===== src/rtl/bitmap_run_block_allocator_top_assert.svh =====
// Assertion macros for the run block allocator top level.
`ifndef BITMAP_RUN_BLOCK_ALLOCATOR_TOP_ASSERT_SVH
`define BITMAP_RUN_BLOCK_ALLOCATOR_TOP_ASSERT_SVH

// Same-cycle implication, checked on every clock edge outside reset.
`define BRBA_ASSERT_IMP(lbl, ante, cons, msg) \
  lbl: assert property (@(posedge clk_i) disable iff (!rst_ni) (ante) |-> (cons)) \
    else $error(msg);

// Next-cycle implication, checked on every clock edge outside reset.
`define BRBA_ASSERT_NXT(lbl, ante, cons, msg) \
  lbl: assert property (@(posedge clk_i) disable iff (!rst_ni) (ante) |=> (cons)) \
    else $error(msg);

`endif


===== src/rtl/brba_pkg.sv =====
// Package with sizes, codes and types shared by the run block allocator.
package brba_pkg;

  localparam int unsigned MAP_BLOCKS = 256;
  localparam int unsigned WORD_W     = 8;
  localparam int unsigned OFF_W      = $clog2(WORD_W);
  localparam int unsigned NUM_WORDS  = MAP_BLOCKS / WORD_W;
  localparam int unsigned ADDR_W     = $clog2(NUM_WORDS);
  localparam int unsigned BLK_W      = ADDR_W + OFF_W;
  localparam int unsigned IDX_W      = 8;
  localparam int unsigned CNT_W      = 8;
  localparam int unsigned END_W      = ((BLK_W > IDX_W) ? BLK_W : IDX_W) + 1;
  localparam int unsigned GRANT_MAX  = 255;

  localparam logic REQ_ALLOC = 1'b0;
  localparam logic REQ_FREE  = 1'b1;

  typedef enum logic [1:0] {
    ST_IDLE,
    ST_SCAN,
    ST_MARK,
    ST_RESP
  } state_e;

  typedef struct packed {
    logic             set;
    logic [CNT_W-1:0] run;
    logic [CNT_W-1:0] count;
    logic [END_W-1:0] lo;
    logic [END_W-1:0] hi;
  } word_op_t;

  typedef struct packed {
    logic              found;
    logic [OFF_W-1:0]  off;
    logic [CNT_W-1:0]  run;
    logic [WORD_W-1:0] wdata;
  } word_res_t;

endpackage


===== src/rtl/bitmap_run_block_allocator_top.sv =====
// Top level of the first-fit run block allocator over an occupancy bitmap.
//
//  Channel | Direction | Handshake              | Word
//  --------+-----------+------------------------+-----------------------------------------
//  in      | input     | in_valid_i/in_ready_o   | req_type_i, start_block_i, block_count_i
//  out     | output    | out_valid_o/out_ready_i | success_o, granted_block_o
//
// The map sits in a RAM of 32 eight-bit words; the shared word unit handles one word a cycle.
// An allocate scans the words in order until a fitting run is found or the last word is seen,
// then marks the words the run spans. A free marks the words its range spans.
// After reset the map reads as block 0 used and all others free, with no clearing pass.
// The input is taken only in idle; a result waiting in the output register does not block it.
module bitmap_run_block_allocator_top
  import brba_pkg::*;
(
  input  logic             clk_i,
  input  logic             rst_ni,
  input  logic             in_valid_i,
  output logic             in_ready_o,
  input  logic             req_type_i,
  input  logic [IDX_W-1:0] start_block_i,
  input  logic [CNT_W-1:0] block_count_i,
  output logic             out_valid_o,
  input  logic             out_ready_i,
  output logic             success_o,
  output logic [IDX_W-1:0] granted_block_o
);

  state_e            state_q, state_d;
  logic [ADDR_W:0]   iss_q, iss_d;
  logic [ADDR_W-1:0] last_w_q, last_w_d;
  logic              ev_vld_q, ev_vld_d;
  logic [ADDR_W-1:0] ev_w_q, ev_w_d;
  logic              rowv_rd_q;
  logic [NUM_WORDS-1:0] rowv_q;
  logic [CNT_W-1:0]  run_q, run_d;
  logic [CNT_W-1:0]  count_q, count_d;
  logic [END_W-1:0]  lo_q, lo_d;
  logic [END_W-1:0]  hi_q, hi_d;
  logic              set_q, set_d;
  logic              res_ok_q, res_ok_d;
  logic [IDX_W-1:0]  res_blk_q, res_blk_d;
  logic              out_valid_q, out_valid_d;
  logic              success_q;
  logic [IDX_W-1:0]  granted_q;
  logic              load_out;

  logic              ram_re;
  logic              ram_we;
  logic [WORD_W-1:0] ram_rdata;
  logic [WORD_W-1:0] ev_word;
  word_op_t          op;
  word_res_t         res;

  logic [END_W-1:0]  in_lo;
  logic [END_W-1:0]  in_hi_raw;
  logic [END_W-1:0]  in_hi;
  logic [END_W-1:0]  in_hi_m1;
  logic [BLK_W-1:0]  pos;
  logic [END_W-1:0]  first;

  brba_ram #(
    .WIDTH(WORD_W),
    .DEPTH(NUM_WORDS)
  ) u_map_ram (
    .clk_i  (clk_i),
    .we_i   (ram_we),
    .waddr_i(ev_w_q),
    .wdata_i(res.wdata),
    .re_i   (ram_re),
    .raddr_i(iss_q[ADDR_W-1:0]),
    .rdata_o(ram_rdata)
  );

  assign ev_word = rowv_rd_q ? ram_rdata
                 : ((ev_w_q == '0) ? WORD_W'(1) : '0);

  assign op.set   = set_q;
  assign op.run   = run_q;
  assign op.count = count_q;
  assign op.lo    = lo_q;
  assign op.hi    = hi_q;

  brba_word_unit u_word_unit (
    .data_i(ev_word),
    .word_i(ev_w_q),
    .op_i  (op),
    .res_o (res)
  );

  assign in_lo     = END_W'(start_block_i);
  assign in_hi_raw = in_lo + END_W'(block_count_i);
  assign in_hi     = (in_hi_raw > END_W'(MAP_BLOCKS)) ? END_W'(MAP_BLOCKS) : in_hi_raw;
  assign in_hi_m1  = in_hi - END_W'(1);
  assign pos       = {ev_w_q, res.off};
  assign first     = END_W'(pos) + END_W'(1) - END_W'(count_q);

  always_comb begin
    state_d   = state_q;
    iss_d     = iss_q;
    last_w_d  = last_w_q;
    ev_vld_d  = 1'b0;
    ev_w_d    = iss_q[ADDR_W-1:0];
    run_d     = run_q;
    count_d   = count_q;
    lo_d      = lo_q;
    hi_d      = hi_q;
    set_d     = set_q;
    res_ok_d  = res_ok_q;
    res_blk_d = res_blk_q;
    ram_re    = 1'b0;
    ram_we    = 1'b0;
    load_out  = 1'b0;
    in_ready_o = 1'b0;

    unique case (state_q)
      ST_IDLE: begin
        in_ready_o = 1'b1;
        if (in_valid_i) begin
          count_d   = block_count_i;
          res_blk_d = '0;
          if (req_type_i == REQ_ALLOC) begin
            if (block_count_i == '0) begin
              res_ok_d = 1'b0;
              state_d  = ST_RESP;
            end else begin
              iss_d    = '0;
              last_w_d = ADDR_W'(NUM_WORDS - 1);
              run_d    = '0;
              state_d  = ST_SCAN;
            end
          end else begin
            res_ok_d = 1'b1;
            if (in_lo >= in_hi) begin
              state_d = ST_RESP;
            end else begin
              lo_d     = in_lo;
              hi_d     = in_hi;
              set_d    = 1'b0;
              iss_d    = {1'b0, in_lo[OFF_W +: ADDR_W]};
              last_w_d = in_hi_m1[OFF_W +: ADDR_W];
              state_d  = ST_MARK;
            end
          end
        end
      end
      ST_SCAN, ST_MARK: begin
        if (iss_q <= {1'b0, last_w_q}) begin
          ram_re   = 1'b1;
          ev_vld_d = 1'b1;
          iss_d    = iss_q + (ADDR_W+1)'(1);
        end
        if (ev_vld_q) begin
          if (state_q == ST_SCAN) begin
            run_d = res.run;
            if (res.found) begin
              ev_vld_d = 1'b0;
              if (first > END_W'(GRANT_MAX)) begin
                res_ok_d  = 1'b0;
                state_d   = ST_RESP;
              end else begin
                res_ok_d  = 1'b1;
                res_blk_d = first[IDX_W-1:0];
                lo_d      = first;
                hi_d      = END_W'(pos) + END_W'(1);
                set_d     = 1'b1;
                iss_d     = {1'b0, first[OFF_W +: ADDR_W]};
                last_w_d  = ev_w_q;
                state_d   = ST_MARK;
              end
            end else if (ev_w_q == ADDR_W'(NUM_WORDS - 1)) begin
              res_ok_d = 1'b0;
              state_d  = ST_RESP;
            end
          end else begin
            ram_we = 1'b1;
            if (ev_w_q == last_w_q) begin
              ev_vld_d = 1'b0;
              state_d  = ST_RESP;
            end
          end
        end
      end
      ST_RESP: begin
        if (!out_valid_q || out_ready_i) begin
          load_out = 1'b1;
          state_d  = ST_IDLE;
        end
      end
      default: begin
        state_d = ST_IDLE;
      end
    endcase
  end

  always_comb begin
    out_valid_d = out_valid_q;
    if (out_ready_i) begin
      out_valid_d = 1'b0;
    end
    if (load_out) begin
      out_valid_d = 1'b1;
    end
  end

  always_ff @(posedge clk_i or negedge rst_ni) begin
    if (!rst_ni) begin
      state_q     <= ST_IDLE;
      ev_vld_q    <= 1'b0;
      rowv_q      <= '0;
      out_valid_q <= 1'b0;
    end else begin
      state_q     <= state_d;
      ev_vld_q    <= ev_vld_d;
      out_valid_q <= out_valid_d;
      if (ram_we) begin
        rowv_q[ev_w_q] <= 1'b1;
      end
    end
  end

  always_ff @(posedge clk_i) begin
    iss_q     <= iss_d;
    last_w_q  <= last_w_d;
    ev_w_q    <= ev_w_d;
    run_q     <= run_d;
    count_q   <= count_d;
    lo_q      <= lo_d;
    hi_q      <= hi_d;
    set_q     <= set_d;
    res_ok_q  <= res_ok_d;
    res_blk_q <= res_blk_d;
    if (ram_re) begin
      rowv_rd_q <= rowv_q[iss_q[ADDR_W-1:0]];
    end
    if (load_out) begin
      success_q <= res_ok_q;
      granted_q <= res_blk_q;
    end
  end

  assign out_valid_o     = out_valid_q;
  assign success_o       = success_q;
  assign granted_block_o = granted_q;

`include "bitmap_run_block_allocator_top_assert.svh"

  `BRBA_ASSERT_NXT(a_accept_leaves_idle, in_valid_i && in_ready_o, state_q != ST_IDLE, "Idle.")
  `BRBA_ASSERT_IMP(a_write_only_mark, ram_we, state_q == ST_MARK, "Write outside mark.")
  `BRBA_ASSERT_IMP(a_fail_grant_zero, out_valid_o && !success_o, granted_block_o == '0, "Grant.")
  `BRBA_ASSERT_IMP(a_mark_in_range, ev_vld_q && (state_q == ST_MARK), ev_w_q <= last_w_q, "Range.")

endmodule


===== src/rtl/brba_ram.sv =====
// Generic single-write, single-read RAM with registered read data.
module brba_ram #(
  parameter int unsigned WIDTH = 8,
  parameter int unsigned DEPTH = 32
) (
  input  logic                     clk_i,
  input  logic                     we_i,
  input  logic [$clog2(DEPTH)-1:0] waddr_i,
  input  logic [WIDTH-1:0]         wdata_i,
  input  logic                     re_i,
  input  logic [$clog2(DEPTH)-1:0] raddr_i,
  output logic [WIDTH-1:0]         rdata_o
);

  logic [WIDTH-1:0] mem_q [DEPTH];
  logic [WIDTH-1:0] rdata_q;

  always_ff @(posedge clk_i) begin
    if (we_i) begin
      mem_q[waddr_i] <= wdata_i;
    end
    if (re_i) begin
      rdata_q <= mem_q[raddr_i];
    end
  end

  assign rdata_o = rdata_q;

endmodule


===== src/rtl/brba_word_unit.sv =====
// Shared word unit: free-run scan with carried length and range mark of one map word.
module brba_word_unit
  import brba_pkg::*;
(
  input  logic [WORD_W-1:0] data_i,
  input  logic [ADDR_W-1:0] word_i,
  input  word_op_t          op_i,
  output word_res_t         res_o
);

  always_comb begin
    logic [CNT_W-1:0] run;
    logic [END_W-1:0] bidx;
    res_o       = '0;
    run         = op_i.run;
    for (int j = 0; j < WORD_W; j++) begin
      if (data_i[j]) begin
        run = '0;
      end else begin
        run = run + CNT_W'(1);
      end
      if (!res_o.found && (run == op_i.count)) begin
        res_o.found = 1'b1;
        res_o.off   = OFF_W'(j);
      end
      bidx = END_W'({word_i, OFF_W'(j)});
      if ((bidx >= op_i.lo) && (bidx < op_i.hi)) begin
        res_o.wdata[j] = op_i.set;
      end else begin
        res_o.wdata[j] = data_i[j];
      end
    end
    res_o.run = run;
  end

endmodule

===== config.mk =====
export PLATFORM = sky130hd
export DESIGN_NAME = bitmap_run_block_allocator_top
export DESIGN_NICKNAME = d
export VERILOG_FILES = /design/src/rtl/brba_pkg.sv /design/src/rtl/bitmap_run_block_allocator_top.sv /design/src/rtl/brba_ram.sv /design/src/rtl/brba_word_unit.sv
export VERILOG_INCLUDE_DIRS = /design/src /design/src/rtl
export SDC_FILE = /design/constraint.sdc
export NUM_CORES = 1
export LEC_CHECK = 0
export BUFFER_PORTS_ARGS = -buffer_cell sky130_fd_sc_hd__buf_2
export CORE_AREA = 5 5 181 183
export DETAILED_ROUTE_END_ITERATION = 16
export DIE_AREA = 0 0 186 188
export PLACE_DENSITY = 0.9
export SYNTH_ARGS = -nofsm -noshare
export SYNTH_HDL_FRONTEND = slang
export SYNTH_SLANG_ARGS = --single-unit

===== constraint.sdc =====
create_clock -name clk_i -period 10.5 [get_ports clk_i]
set_input_delay 0.525 -clock clk_i [delete_from_list [all_inputs] [get_ports clk_i]]
set_output_delay 0.525 -clock clk_i [all_outputs]
set_load 0.02 [all_outputs]

==> out/metrics.csv <==
stage,metric,value,unit
timing,fin_crit,10.03,ns
placed_design,dp_hpwl,34800,um
placed_design,gp_congestion,0.930,
logic_synthesis,synth_cell_types,105,
detailed_routing,via_count,13501,
global_route,grt_use_met3,0.0456,
clocking,cts_tree,built,
critical_path,critPathSlowestCell,or3_4,
logic_synthesis,synth_warnings,0,
global_route,grt_start_max_net_pins,77,
timing,setup_tns,0,ns
logic_synthesis,synth_edf_count,329,
logic_synthesis,ys_ff_latch,370,
critical_path,critPathMaxStageDelay,0.55,ns
global_route,grt_pass1_wl,82300,um
clocking,cts_root_buffer,clkbuf_16,
timing,setup_viol,0,
logic_synthesis,seq_area_frac_synth,0.556,
placed_design,place_area,20100,um^2
critical_path,cp.buffers_inverters,0,
critical_path,crit_arrival,10.33,ns
critical_path,worstSetupStartpointType,flop,
clocking,worstSkewPairLatency,0.55,ns
floorplan,dieArea,35000,um^2
detailed_routing,wl_per_cell,28.2,um
critical_path,end_kind,flop,
flow_run,cap_violations,0,
logic_synthesis,syn_area,19600,um^2
clocking,cts.clk_slew.worst_paths,0.07,ns
critical_path,critPathKind,reg2reg,
timing,maxSlewViolCount,0,
global_route,grt_use_met2,0.525,
floorplan,start_util,0.629,
timing,clock_skew,0.0363,ns
timing,tightest_slew,1.15,ns
critical_path,crit_family,compound AO/OA/AOI/OAI gates,
clocking,ctsHoldBuffers,0,
floorplan,core_area,31100,um^2
placed_design,post-place-cells,1842,
clocking,cts_sinks,370,
final_layout,instances_no_fill,1910,
final_layout,final_net_count,1556,
final_layout,drive_gt1_frac,0.200,
detailed_routing,remaining_drc_errors,0,
final_layout,fillerInstances,1968,
timing,slew_headroom,0.228,
final_layout,fin_area,21400,um^2
final_layout,final_common_cell,edfxtp_1,
floorplan,row_count,65,
global_route,grt_use_total,0.310,
final_layout,seqCellArea,10900,um^2
logic_synthesis,yosys_most_used_dff,edfxtp_1,
final_layout,n_antenna_cell,0,
timing,fin_crit_sh,0.955,
final_layout,multi_input_area,8270,um^2
global_route,grt_overflow,0,
floorplan,die_w,186,um
logic_synthesis,synth_nets,1535,
global_route,grt_pass1_vias,13492,
placed_design,port_buffers,31,
logic_synthesis,synthCells,1459,
final_layout,final_cell_mix,"edfxtp_1, nor2_1, nand2_1",
logic_synthesis,synthArstFlopShare,0.0973,
critical_path,crit_fanout,15,
detailed_routing,antenna_left,0,
detailed_routing,drtIter0Drc,1798,
timing,fmax,99.7,MHz
detailed_routing,viasPerCell,7.07,
critical_path,required,10.81,ns
final_layout,syn_to_final_growth,9.28,%
logic_synthesis,syn_avg_cell_area,13.4,um^2
detailed_routing,totalWireLength,53800,um
timing,hold_viol_final,0,
min_path,hold_class,in2async,
floorplan,io_pins,32,
run_status,status,"complete, no violations",
clocking,numCtsBuffers,36,
detailed_routing,firstDrtPassIters,8,
global_route,top_usage_layer,met2,
global_route,antenna_found_initial,0,
clocking,ctsHtreeMaxLevel,2,
global_route,met1_usage,0.392,
clocking,cts_max_path_buffers,3,
floorplan,die_y,188,um
[kinds of logic (layout without fill, tap and decap cells)]
group / Yosys count / in the layout / synth area share
AND/OR/NAND/NOR: 417 / 417 / 0.111
flip-flops: 370 / 370 / 0.556
AO/OA/AOI/OAI: 271 / 271 / 0.0998
buffers and inverters: 121 / 170 / 0.0251
multiplexers: 115 / 115 / 0.118
XOR/XNOR: 110 / 110 / 0.0532
adder cells (fa/ha/maj): 55 / 55 / 0.0360
[registers in the layout, summed over array words and instances (netlist names), 2 cells and up]
register / count
iss_q: 6
u_map_ram.mem_q: 256
state_q: 2
lo_q: 9
granted_block_o: 8
res_blk_q: 8
run_q: 8
last_w_q: 5
hi_q: 9
ev_w_q: 5
rowv_q: 32
u_map_ram.rdata_o: 8
count_q: 8
[path summary, 6_finish.rpt]
path / cells past startpoint / start / endpoint / slack (ns)
min reg2reg: 0 / res_blk_q[0] / granted_block_o[0] / 0.42
max: 38 / ev_w_q[3] / iss_q[0] / 0.47
min in group clk_i: 1 / block_count_i[6] / count_q[6] / 0.21
max in group asynchronous: 1 / rst_ni / rowv_q[3] / 9.78
min: 1 / rst_ni / rowv_q[25] / 0.09
max reg2reg: 38 / ev_w_q[3] / iss_q[0] / 0.47
[synthesized netlist by cell type, types with 18 or more instances]
cell type,count,area share
inv_1,51,0.0098
nor2_1,98,0.019
nand3_1,35,0.0090
mux4_2,90,0.10
dfrtp_1,36,0.046
or2_2,36,0.012
o21ai_0,46,0.012
nor3_1,27,0.0069
a21oi_1,46,0.012
nand2_1,95,0.018
nand4_1,18,0.0058
edfxtp_1,329,0.51
xor2_1,21,0.0094
ha_1,53,0.034
xnor2_1,82,0.037
clkbuf_1,43,0.0083
a21o_1,35,0.013
[routing by layer]
| metal | share of wire | wire length [um] |
|---|---|---|
| met1 | 0.34 | 18400 |
| met2 | 0.50 | 27100 |
| met3 | 0.093 | 5000 |
| met4 | 0.062 | 3330 |
| met5 | 0 | 0 |
[cell type report]
| class | instances | share of cell area |
|---|---|---|
| clock buffer | 50 | 0.0474 |
| clock inverter | 16 | 0.00949 |
| tap | 402 | 0.0235 |
| multi-input combinational | 968 | 0.387 |
| timing repair buffer | 49 | 0.0136 |
| inverter | 55 | 0.00966 |
| sequential | 370 | 0.509 |
[worst reg2reg max path: cells and delay by family, from the launching register on]
family | cells | cell delay [ns]
compound gates | 17 | 3.69
simple gates | 12 | 2.89
fa+ha+maj | 5 | 1.56
xor+xnor | 3 | 0.72
flops | 1 | 0.50
mux | 1 | 0.43
[repair_timing]
action / CTS / global route
buffers inserted: 0 / 2
endpoints found under the setup margin: 0 / 39
hold endpoints to repair: 0 / 0
gates resized for setup: 0 / 4
[stage by stage]
stage / setup slack (ns) / hold slack [ns] / util
2_1_floorplan: 1.49 / 0.229 / -
3_3_place_gp: 0.857 / 0.400 / 0.646
3_5_place_dp: 0.363 / 0.405 / 0.646
4_1_cts: 0.284 / 0.118 / 0.685
5_1_grt: -0.0102 / 0.168 / 0.688
6_report: 0.470 / 0.0917 / 0.688
Power is not shown: default switching activity piles up to over one toggle a cycle in this logic, so the estimate is an artifact.
